===== config.mk =====
export PLATFORM = sky130hd
export DESIGN_NAME = shamc_round
export DESIGN_NICKNAME = d
export VERILOG_FILES = /design/src/rtl/core/shamc_pkg.sv /design/src/rtl/core/shamc_round.sv
export SDC_FILE = /design/constraint.sdc
export NUM_CORES = 1
export LEC_CHECK = 0
export ABC_AREA = 1
export BUFFER_PORTS_ARGS = -buffer_cell sky130_fd_sc_hd__buf_4
export CAP_MARGIN = 30
export CORE_MARGIN = 1
export CORE_UTILIZATION = 60
export CTS_BUF_LIST = sky130_fd_sc_hd__clkbuf_4
export CTS_CLUSTER_DIAMETER = 50
export DETAILED_ROUTE_END_ITERATION = 12
export PLACE_DENSITY_LB_ADDON = 0.08
export SYNTH_ARGS = -nofsm -noshare
export SYNTH_HDL_FRONTEND = slang
export SYNTH_SLANG_ARGS = --single-unit

===== constraint.sdc =====
create_clock -name clk -period 13.8 [get_ports clk]
set_clock_uncertainty 0.05 [all_clocks]
set_input_delay 1.38 -clock clk [delete_from_list [all_inputs] [get_ports clk]]
set_output_delay 1.38 -clock clk [all_outputs]
set_load 0.05 [all_outputs]

===== src/rtl/core/shamc_pkg.sv =====
// Shared types, command codes and the round constant table for the
// multi-lane SHA-256 compression engine. No dependencies.
`timescale 1ns / 1ps
`default_nettype none

package shamc_pkg;

  // Number of independent hash lanes.
  localparam int LANES  = 8;
  localparam int LANE_W = (LANES > 1) ? $clog2(LANES) : 1;

  // Command codes of an input beat.
  localparam logic [1:0] CMD_LOAD = 2'd0;
  localparam logic [1:0] CMD_MSG  = 2'd1;
  localparam logic [1:0] CMD_READ = 2'd2;

  // Result kinds of an output beat.
  localparam logic RK_READ = 1'b0;
  localparam logic RK_DONE = 1'b1;

  typedef struct packed {
    logic [1:0]  command;
    logic [2:0]  lane;
    logic [2:0]  word_index;
    logic [31:0] data_word;
  } cmd_t;

  typedef struct packed {
    logic        result_kind;
    logic [2:0]  result_lane;
    logic [2:0]  result_index;
    logic [31:0] result_data;
  } rsp_t;

  // Controls from the sequencer to the round unit.
  typedef struct packed {
    logic w_shift;  // shift a message word into the schedule ring
    logic v_shift;  // shift a word into the working variables
    logic run;      // execute one compression round
  } round_ctl_t;

  function automatic logic [31:0] round_k(input logic [5:0] t);
    logic [31:0] k;
    case (t)
      6'd0:  k = 32'h428a2f98;  6'd1:  k = 32'h71374491;
      6'd2:  k = 32'hb5c0fbcf;  6'd3:  k = 32'he9b5dba5;
      6'd4:  k = 32'h3956c25b;  6'd5:  k = 32'h59f111f1;
      6'd6:  k = 32'h923f82a4;  6'd7:  k = 32'hab1c5ed5;
      6'd8:  k = 32'hd807aa98;  6'd9:  k = 32'h12835b01;
      6'd10: k = 32'h243185be;  6'd11: k = 32'h550c7dc3;
      6'd12: k = 32'h72be5d74;  6'd13: k = 32'h80deb1fe;
      6'd14: k = 32'h9bdc06a7;  6'd15: k = 32'hc19bf174;
      6'd16: k = 32'he49b69c1;  6'd17: k = 32'hefbe4786;
      6'd18: k = 32'h0fc19dc6;  6'd19: k = 32'h240ca1cc;
      6'd20: k = 32'h2de92c6f;  6'd21: k = 32'h4a7484aa;
      6'd22: k = 32'h5cb0a9dc;  6'd23: k = 32'h76f988da;
      6'd24: k = 32'h983e5152;  6'd25: k = 32'ha831c66d;
      6'd26: k = 32'hb00327c8;  6'd27: k = 32'hbf597fc7;
      6'd28: k = 32'hc6e00bf3;  6'd29: k = 32'hd5a79147;
      6'd30: k = 32'h06ca6351;  6'd31: k = 32'h14292967;
      6'd32: k = 32'h27b70a85;  6'd33: k = 32'h2e1b2138;
      6'd34: k = 32'h4d2c6dfc;  6'd35: k = 32'h53380d13;
      6'd36: k = 32'h650a7354;  6'd37: k = 32'h766a0abb;
      6'd38: k = 32'h81c2c92e;  6'd39: k = 32'h92722c85;
      6'd40: k = 32'ha2bfe8a1;  6'd41: k = 32'ha81a664b;
      6'd42: k = 32'hc24b8b70;  6'd43: k = 32'hc76c51a3;
      6'd44: k = 32'hd192e819;  6'd45: k = 32'hd6990624;
      6'd46: k = 32'hf40e3585;  6'd47: k = 32'h106aa070;
      6'd48: k = 32'h19a4c116;  6'd49: k = 32'h1e376c08;
      6'd50: k = 32'h2748774c;  6'd51: k = 32'h34b0bcb5;
      6'd52: k = 32'h391c0cb3;  6'd53: k = 32'h4ed8aa4a;
      6'd54: k = 32'h5b9cca4f;  6'd55: k = 32'h682e6ff3;
      6'd56: k = 32'h748f82ee;  6'd57: k = 32'h78a5636f;
      6'd58: k = 32'h84c87814;  6'd59: k = 32'h8cc70208;
      6'd60: k = 32'h90befffa;  6'd61: k = 32'ha4506ceb;
      6'd62: k = 32'hbef9a3f7;  6'd63: k = 32'hc67178f2;
      default: k = '0;
    endcase
    return k;
  endfunction

endpackage

`default_nettype wire


===== src/rtl/core/shamc_round.sv =====
// SHA-256 round unit: working variables, 16-word schedule ring and one round
// of logic per cycle. Depends on shamc_pkg.
`timescale 1ns / 1ps
`default_nettype none

module shamc_round (
  input  wire logic                   clk,
  input  wire shamc_pkg::round_ctl_t  ctl,
  input  wire logic [31:0]            w_in,
  input  wire logic [31:0]            v_in,
  input  wire logic [31:0]            k,
  output logic [31:0]                 v_head
);

  logic [31:0] v [8];
  logic [31:0] w [16];

  logic [31:0] big_s1, big_s0, ch, maj, t1, t2;
  logic [31:0] sm0, sm1, w_new;

  function automatic logic [31:0] rotr(input logic [31:0] x, input int n);
    return (x >> n) | (x << (32 - n));
  endfunction

  // w[0] is the schedule word of the current round; the word sixteen rounds
  // ahead is formed in parallel and enters at the tail of the ring.
  always_comb begin
    big_s1 = rotr(v[4], 6) ^ rotr(v[4], 11) ^ rotr(v[4], 25);
    ch     = (v[4] & v[5]) ^ (~v[4] & v[6]);
    big_s0 = rotr(v[0], 2) ^ rotr(v[0], 13) ^ rotr(v[0], 22);
    maj    = (v[0] & v[1]) ^ (v[0] & v[2]) ^ (v[1] & v[2]);
    t1     = v[7] + big_s1 + ch + k + w[0];
    t2     = big_s0 + maj;
    sm0    = rotr(w[1], 7) ^ rotr(w[1], 18) ^ (w[1] >> 3);
    sm1    = rotr(w[14], 17) ^ rotr(w[14], 19) ^ (w[14] >> 10);
    w_new  = w[0] + sm0 + sm1 + w[9];
  end

  always_ff @(posedge clk) begin
    if (ctl.w_shift || ctl.run) begin
      for (int i = 0; i < 15; i++) begin
        w[i] <= w[i + 1];
      end
      w[15] <= ctl.run ? w_new : w_in;
    end
    if (ctl.v_shift) begin
      for (int i = 0; i < 7; i++) begin
        v[i] <= v[i + 1];
      end
      v[7] <= v_in;
    end else if (ctl.run) begin
      v[7] <= v[6];
      v[6] <= v[5];
      v[5] <= v[4];
      v[4] <= v[3] + t1;
      v[3] <= v[2];
      v[2] <= v[1];
      v[1] <= v[0];
      v[0] <= t1 + t2;
    end
  end

  assign v_head = v[0];

endmodule

`default_nettype wire


# Word level (Yosys, flattened, before mapping)
# Memory sizes are Yosys's and may differ from the RTL's.
# Cells that the tools add are included.
# W data, S select, Z words.
[op_classes]
addsub = 10
muxes = 16
bitwise = 35
reduce_logical = 1
[op_table]
columns = ["cell", "count"]
rows = [
  ["$add A32 B32 Y32", 10],
  ["$mux W32", 9],
  ["$xor A32 B32 Y32", 9],
  ["$and A32 B32 Y32", 5],
  ["$not A32 Y32", 1],
  ["$or A10 B32 Y32", 1],
  ["$or A13 B32 Y32", 1],
  ["$or A14 B32 Y32", 1],
  ["$or A15 B32 Y32", 1],
  ["$or A19 B32 Y32", 1],
  ["$or A21 B32 Y32", 1],
  ["$or A25 B32 Y32", 1],
  ["$or A26 B32 Y32", 1],
  ["$or A30 B32 Y32", 1],
  ["$or A7 B32 Y32", 1],
  ["$xor A32 B22 Y32", 1],
  ["$xor A32 B29 Y32", 1],
  ["$or A1 B1 Y1", 8],
  ["$mux W1", 7],
  ["$logic_or A1 B1 Y1", 1],
]
[word_totals]
reg_bits = 0
mem_bits_rw = 768
in_bits = 100
elab_cells = 64
mem_count = 2
[memory_table]
columns = ["name", "words", "width", "read_ports", "rd_clocked_by_memory_dff", "write_ports", "line", "rtl"]
rows = [
  ["w", 16, 32, 16, 0, 16, "shamc_round.sv:16", "logic [31:0] w [16];"],
  ["v", 8, 32, 8, 0, 8, "shamc_round.sv:15", "logic [31:0] v [8];"],
]

# Depth between registers and ports, before layout
# Gate-level depths: netlist (run 1).
[depth]
depth_word = 9
mapped_depth = 38
ltp_nobuf = 38

# Least setup slack after synthesis (run 1)
# OpenSTA, ideal clock, no wires.
[synth_path]
path_type = "input-to-reg"
startpoint = "in ctl[0] in the netlist's numbering"
endpoint = "mem w[0][0], enable pin"
setup_ps = 667
arrival_time_ps = 7666
setup_slack_ps = 5416
path_stages = 2
n_path_buf = 1
cell_sequence = "buf_2 > or2_2"
[synth_lines]
columns = ["element", "line", "rtl"]
rows = [
  ["start, declared", "shamc_round.sv:8", "input wire shamc_pkg::round_ctl_t ctl,"],
  ["end, declared", "shamc_round.sv:16", ""],
]

==> summary.json, run 1 <==
{
  "drc": {"value": 0},
  "die-area": {"value": 71400, "unit": "um^2"},
  "dp_hpwl": {"value": 90200, "unit": "um"},
  "ffs_latches_synth": {"value": 768},
  "numPortBuffers": {"value": 131},
  "synthToLayoutAreaGrowth": {"value": 9.75, "unit": "%"},
  "r2r.worst_path.cells": {"value": 31},
  "post_cts_hold_buffer_count": {"value": 0},
  "setup.worst_path.start_class": {"value": "register"},
  "global_route_wire_length_before_repair": {"value": 170000, "unit": "um"},
  "maxCapViolCount": {"value": 0},
  "drt-total-wl": {"value": 118000, "unit": "um"},
  "critical_path.slowest_cell": {"value": "edfxtp_1"},
  "max_clock_freq": {"value": 140, "unit": "MHz"},
  "worst_slew_margin_rel": {"value": 33.9, "unit": "%"},
  "top_family_by_delay_on_critical_path": {"value": "adder cells"},
  "holdCritPathClass": {"value": "register to register"},
  "crit-reg2reg-capture": {"value": "v[0][26]"},
  "core_area": {"value": 69100, "unit": "um^2"},
  "worstHoldStart": {"value": "w[10][10]"},
  "grt_pass1_vias": {"value": 27300},
  "htree_levels": {"value": 4},
  "clk_latency": {"value": 1.09, "unit": "ns"},
  "critical_path.n_buffers_inverters": {"value": 6},
  "gp_congestion": {"value": 1.00},
  "floorplan.io_pins": {"value": 132},
  "grt_start_max_net_pins": {"value": 188},
  "cts_post_setup_buffers_inserted": {"value": 0},
  "std_cell_rows": {"value": 96},
  "cts-root-buf": {"value": "clkbuf_4"},
  "avgSynthCellArea": {"value": 10.9, "unit": "um^2"},
  "die_width": {"value": 267, "unit": "um"},
  "timing.final.setup_violations": {"value": 0},
  "drt-pass1-iter-count": {"value": 6},
  "ant_nets": {"value": 0},
  "timing.critical_path.from": {"value": "v[0][154]"},
  "layout.nets": {"value": 4465},
  "synth-warning-count": {"value": 0},
  "max_slew.worst_pin.slew": {"value": 0.991, "unit": "ns"},
  "library_cells_used_by_synthesis": {"value": 55},
  "finalWorstSetupSlack": {"value": 6.68, "unit": "ns"},
  "ctsResizeCount": {"value": 0},
  "crit_path_frequent_cell": {"value": "inv_1"},
  "setup.reg_to_reg.worst_slack": {"value": 6.68, "unit": "ns"},
  "cts.reportedPaths.clkPinSlew": {"value": 0.06, "unit": "ns"},
  "outcome": {"value": "completed"},
  "total_grt_overflow": {"value": 0},
  "start_util": {"value": 61.1, "unit": "%"},
  "seq_area_frac_synth": {"value": 54.6, "unit": "%"},
  "cts.sinks": {"value": 768},
  "min_delay_worst_endpoint": {"value": "w[9][10]"},
  "postSynthCellCount": {"value": 3871},
  "final_sum_of_negative_setup_slack": {"value": 0, "unit": "ns"},
  "worstPathArrival": {"value": 7.94, "unit": "ns"},
  "vias": {"value": 28800},
  "drt_iter0_markers": {"value": 3627},
  "final_core_utilization": {"value": 67.1, "unit": "%"},
  "finalMaxSlewViolations": {"value": 0},
  "fp.dieH": {"value": 267, "unit": "um"},
  "synth_nets": {"value": 4282},
  "cts_tree": {"value": "yes"},
  "cts_max_path_buffers": {"value": 3},
  "r2r_start": {"value": "v[0][154]"},
  "via_per_inst": {"value": 5.61},
  "worst-path-max-fanout": {"value": 7},
  "dpl_worst_slack": {"value": 6.32, "unit": "ns"},
  "gr-usage-all-layers": {"value": 33.5, "unit": "%"},
  "finalHoldViolCount": {"value": 0},
  "period_utilisation_layout": {"value": 51.6, "unit": "%"},
  "worst_endpoint_required_time": {"value": 14.62, "unit": "ns"},
  "drive_above_1_share": {"value": 13.0, "unit": "%"},
  "critical_path_class": {"value": "register to register"},
  "fin_crit": {"value": 7.12, "unit": "ns"},
  "avgRoutedWirePerCell": {"value": 22.9, "unit": "um"},
  "antenna_found_initial": {"value": 3},
  "endpoint_kind": {"value": "register"},
  "cpPeakStageDelay": {"value": 0.66, "unit": "ns"},
  "whs_path_depth": {"value": 0},
  "post_synthesis_instance_area": {"value": 42200, "unit": "um^2"},
  "total_clock_buffers_created_by_cts": {"value": 192},
  "unrepaired_setup_endpoints_after_global_routing": {"value": "false"}
}
[stage by stage]
stage	hold slack, ns	instance area [um^2]	std cells
global route	0.312	46300	5133
floorplan	0.350	42200	3871
detailed placement	0.355	43700	4790
CTS	0.291	46300	5129
finish	0.308	46300	5134
global placement	0.350	43700	4789
[cells in the mapped netlist (all sizes together)]
cell	instances	area, um^2
nand2	832	3190
edfxtp	768	23100
inv	557	2090
o21ai	322	1660
fa	187	3740
xor2	162	1430
nor2	152	598
a21oi	149	836
xnor2	145	1270
nand3	129	676
ha	124	1550
clkbuf	89	334
buf	69	432
nand4	29	181
or2	24	150
a31oi	22	138
o21bai	20	158
nor3	18	116
a21o	13	97.6
o21a	11	82.6
maj3	9	90.1
a21boi	8	67.6
nand3b	8	60.1
nor4	6	43.8
o221ai	6	52.6
and3	3	18.8
o31ai	3	27.5
o22ai	2	12.5
a211oi	1	7.51
a31o	1	8.76
o211a	1	10.0
or3	1	6.26
[cell families (layout without fill, tap and decap cells)]
group / Yosys count / after routing / share of synthesized area [%]
compound gates: 559 / 559 / 7.49
xor+xnor: 307 / 307 / 6.39
fa+ha+maj: 320 / 320 / 12.8
buf+inv: 715 / 1043 / 6.77
flops: 768 / 768 / 54.6
other cells: 0 / 4 / 0
simple gates: 1202 / 1202 / 11.9
[worst reg2reg max path: cells and delay by family, from the launching register on]
kind                       cells  cell delay (ns)
AOI/OAI and AO/OA              2             0.33
xor gates and xnor gates       3             0.93
adders and majority gates      7             2.94
buffers and inverters          6             0.47
DFF                            1             0.66
and+or+nand+nor               13             1.63
[cell type report]
cell class / count / area, um^2
diodes: 4 / 10.0
clock buffers: 279 / 2090
clock inverters: 60 / 457
fillers: 5343 / 22700
inverters: 557 / 2100
multi-input cells: 2388 / 16300
flip-flops and latches: 768 / 23100
well taps: 931 / 1160
repair buffers: 147 / 1140
[worst max-delay path by stage]
stage                     to  slack, ns  cells past startpoint
floorplan            w[0][0]       5.42                      2
global placement    v[0][26]       6.40                     27
detailed placement  v[0][26]       6.32                     29
CTS                 v[0][26]       6.70                     31
global route        v[0][26]       6.32                     34
finish              v[0][26]       6.68                     31
[flip-flops by register name, indices dropped and copies added (netlist names)]
signal and cells:
w 512, v 256
[per-layer routing]
layer  GRT usage [%]  share of wire, %  vias to the layer above
li1                -                 -                    13300
met1            53.4                46                    13900
met2            45.1                41                     1509
met3            7.28                11                      175
met4            10.7               2.6                        0
met5               0                 0                        -
[cell usage in the layout (no fill, tap or decap), types with 123 or more instances in the layout]
| master | n |
|---|---|
| a21oi_1 | 131 |
| buf_4 | 145 |
| clkbuf_4 | 279 |
| edfxtp_1 | 768 |
| fa_1 | 187 |
| ha_1 | 124 |
| inv_1 | 547 |
| nand2_1 | 808 |
| nand3_1 | 123 |
| nor2_1 | 145 |
| o21ai_0 | 285 |
| xnor2_1 | 145 |
| xor2_1 | 161 |
Power of run 1 is left out: the tool's default activity adds up to more than one toggle a clock period on the data nets, which glitch-free logic cannot reach.
==> run 2, diff against run 1 <==
CORE_UTILIZATION = 59   (was 60)
clock period = 6 ns   (was 13.8 ns; I/O delays follow)
==> summary.json, run 2 (same netlist as run 1, synthesis figures left out) <==
{
  "critical_path.slowest_cell": {"value": "edfxtp_1", "change": "unchanged"},
  "worst_endpoint_required_time": {"value": 6.78, "unit": "ns", "change": "was 14.62 ns"},
  "drt_iter0_markers": {"value": 3944, "change": "was 3627"},
  "worst-path-max-fanout": {"value": 5, "change": "was 7"},
  "critical_path_class": {"value": "register to register", "change": "unchanged"},
  "fp.dieH": {"value": 269, "unit": "um", "change": "was 267 um"},
  "global_route_wire_length_before_repair": {"value": 186000, "unit": "um", "change": "was 170000 um"},
  "drc": {"value": 0, "change": "unchanged"},
  "die_width": {"value": 269, "unit": "um", "change": "was 267 um"},
  "largest_reg_flops": {"value": 512, "change": "unchanged"},
  "grt_pass1_vias": {"value": 30200, "change": "was 27.3k"},
  "crit-reg2reg-capture": {"value": "v[0][23]", "change": "was v[0][26]"},
  "crit_path_end": {"value": "v[0][23]", "change": "was v[0][26]"},
  "htree_levels": {"value": 4, "change": "unchanged"},
  "total_grt_overflow": {"value": 0, "change": "unchanged"},
  "final.fill_count": {"value": 4912, "change": "was 5343"},
  "setup.reg_to_reg.worst_slack": {"value": -0.27, "unit": "ns", "change": "was 6.68 ns"},
  "ant_nets": {"value": 0, "change": "unchanged"},
  "critical_path.n_buffers_inverters": {"value": 6, "change": "unchanged"},
  "gp_congestion": {"value": 0.996, "change": "was 1.00"},
  "via_per_inst": {"value": 5.53, "change": "was 5.61"},
  "unrepaired_setup_endpoints_after_global_routing": {"value": "true", "change": "was false"},
  "drt-pass1-iter-count": {"value": 6, "change": "unchanged"},
  "dp_hpwl": {"value": 95700, "unit": "um", "change": "was 90200 um"},
  "reg_top3": {"value": "w: 512 flops, v: 256 flops", "change": "unchanged"},
  "cpPeakStageDelay": {"value": 0.55, "unit": "ns", "change": "was 0.66 ns"},
  "setup.worst_path.start_class": {"value": "register", "change": "unchanged"},
  "outcome": {"value": "complete, but fails checks", "change": "was completed"},
  "register_with_the_most_flip_flops": {"value": "w", "change": "unchanged"},
  "whs": {"value": 0.100, "unit": "ns", "change": "was 0.308 ns"},
  "die-area": {"value": 72600, "unit": "um^2", "change": "was 71400 um^2"},
  "timing.critical_path.from": {"value": "v[0][141]", "change": "was v[0][154]"},
  "post_dp_cell_area": {"value": 46800, "unit": "um^2", "change": "was 43700 um^2"},
  "endpoint_kind": {"value": "register", "change": "unchanged"},
  "register_area": {"value": 23100, "unit": "um^2", "change": "unchanged"},
  "design_area": {"value": 51800, "unit": "um^2", "change": "was 46300 um^2"},
  "cts.reportedPaths.clkPinSlew": {"value": 0.08, "unit": "ns", "change": "was 0.06 ns"},
  "violations": {"value": "negative setup slack"},
  "max_slew.worst_pin.slew": {"value": 1.09, "unit": "ns", "change": "was 0.991 ns"},
  "start_util": {"value": 60.0, "unit": "%", "change": "was 61.1%"},
  "antenna_found_initial": {"value": 6, "change": "was 3"},
  "max_clock_freq": {"value": 159, "unit": "MHz", "change": "was 140 MHz"},
  "maxCapViolCount": {"value": 0, "change": "unchanged"},
  "cts_tree": {"value": "yes", "change": "unchanged"},
  "layout.nets": {"value": 4977, "change": "was 4465"},
  "vias": {"value": 31200, "change": "was 28.8k"},
  "finalHoldViolCount": {"value": 0, "change": "unchanged"},
  "finalMaxSlewViolations": {"value": 0, "change": "unchanged"},
  "period_utilisation_layout": {"value": 105, "unit": "%", "change": "was 51.6%"},
  "critical_path_cell_count": {"value": 30, "change": "was 31"},
  "numPortBuffers": {"value": 131, "change": "unchanged"},
  "avgRoutedWirePerCell": {"value": 22.6, "unit": "um", "change": "was 22.9 um"},
  "fin_crit": {"value": 6.27, "unit": "ns", "change": "was 7.12 ns"},
  "gr-usage-all-layers": {"value": 35.3, "unit": "%", "change": "was 33.5%"},
  "holdCritPathClass": {"value": "input pin to register", "change": "was register to register"},
  "floorplan.io_pins": {"value": 132, "change": "unchanged"},
  "r2r_start": {"value": "v[0][141]", "change": "was v[0][154]"},
  "finalWorstSetupSlack": {"value": -0.271, "unit": "ns", "change": "was 6.68 ns"},
  "cts-root-buf": {"value": "clkbuf_4", "change": "unchanged"},
  "total_clock_buffers_created_by_cts": {"value": 191, "change": "was 192"},
  "grt_start_max_net_pins": {"value": 225, "change": "was 188"},
  "cts_max_path_buffers": {"value": 3, "change": "unchanged"},
  "timing.final.setup_violations": {"value": 31, "change": "was 0"},
  "mostFrequentLayoutCells": {"value": "nand2_1, edfxtp_1, buf_4, inv_1, clkbuf_4", "change": "was nand2_1, edfxtp_1, inv_1, o21ai_0, clkbuf_4"},
  "std_cell_rows": {"value": 97, "change": "was 96"},
  "worstPathArrival": {"value": 7.05, "unit": "ns", "change": "was 7.94 ns"},
  "drive_above_1_share": {"value": 25.2, "unit": "%", "change": "was 13.0%"},
  "instances_no_fill": {"value": 5653, "change": "was 5134"},
  "synthToLayoutAreaGrowth": {"value": 22.6, "unit": "%", "change": "was 9.75%"},
  "worst_slew_margin_rel": {"value": 27.1, "unit": "%", "change": "was 33.9%"},
  "dpl_worst_slack": {"value": -0.493, "unit": "ns", "change": "was 6.32 ns"},
  "cts.sinks": {"value": 768, "change": "unchanged"},
  "r2r.worst_path.cells": {"value": 30, "change": "was 31"},
  "layout_commonest_cell": {"value": "nand2_1", "change": "unchanged"},
  "drt-total-wl": {"value": 128000, "unit": "um", "change": "was 118000 um"},
  "multi_input_comb_area": {"value": 17700, "unit": "um^2", "change": "was 16300 um^2"},
  "core_area": {"value": 70400, "unit": "um^2", "change": "was 69100 um^2"},
  "top_family_by_delay_on_critical_path": {"value": "adder cells", "change": "unchanged"},
  "clk_latency": {"value": 1.12, "unit": "ns", "change": "was 1.09 ns"},
  "numPlacedInstances": {"value": 5196, "change": "was 4790"}
}
[run 2: routing by layer]
metal	global-route usage, %	routed length [um]	vias up
li1	-	-	14300
met1	53.3	54700	15000
met2	50.3	54200	1689
met3	7.73	14200	241
met4	13.0	4660	2
met5	0	13	-
[run 2: what timing repair did]
item	4_1_cts	5_1_grt
setup endpoints to repair	41	48
gates resized for setup	155	134
pin swaps	61	40
endpoints found under the hold margin	64	0
buffers inserted	22	20
hold buffers	77	0
[run 2: per-stage QoR]
stage / setup TNS, ns / util (%)
finish: -3.58 / 73.5
global route: -12.46 / 73.5
CTS: -0.971 / 72.5
detailed placement: -10.08 / 66.5
global placement: -6.99 / 66.5
floorplan: 0 / -
[run 2: how the worst min path moves through the flow]
stage / startpoint / endpoint / slack [ns] / cells after the start
2_1_floorplan: w[11][0] / w[10][0] / 0.35 / 0
3_3_place_gp: w[10][20] / w[9][20] / 0.35 / 0
3_5_place_dp: w[11][19] / w[10][19] / 0.35 / 0
4_1_cts: ctl[0] / w[15][27] / 0.003 / 3
5_1_grt: ctl[0] / w[15][30] / 0.05 / 3
6_report: ctl[0] / w[15][30] / 0.10 / 3
[run 2: area by class of cell]
cell class	instances	share of cell area, %
Antenna cell	5	0.0242
Clock buffer	267	3.87
Clock inverter	68	0.909
Inverter	557	4.05
Multi-Input combinational cell	2388	34.1
Sequential cell	768	44.6
Tap cell	940	2.27
Timing Repair Buffer	660	10.2
[run 2: worst min-delay path, delay by kind of cell]
| kind | cells | cell delay (ns) |
|---|---|---|
| AOI/OAI and AO/OA | 1 | 0.06 |
| and+or+nand+nor | 1 | 0.15 |
| buffers and inverters | 1 | 0.24 |
Power of run 2 is left out for the same reason.
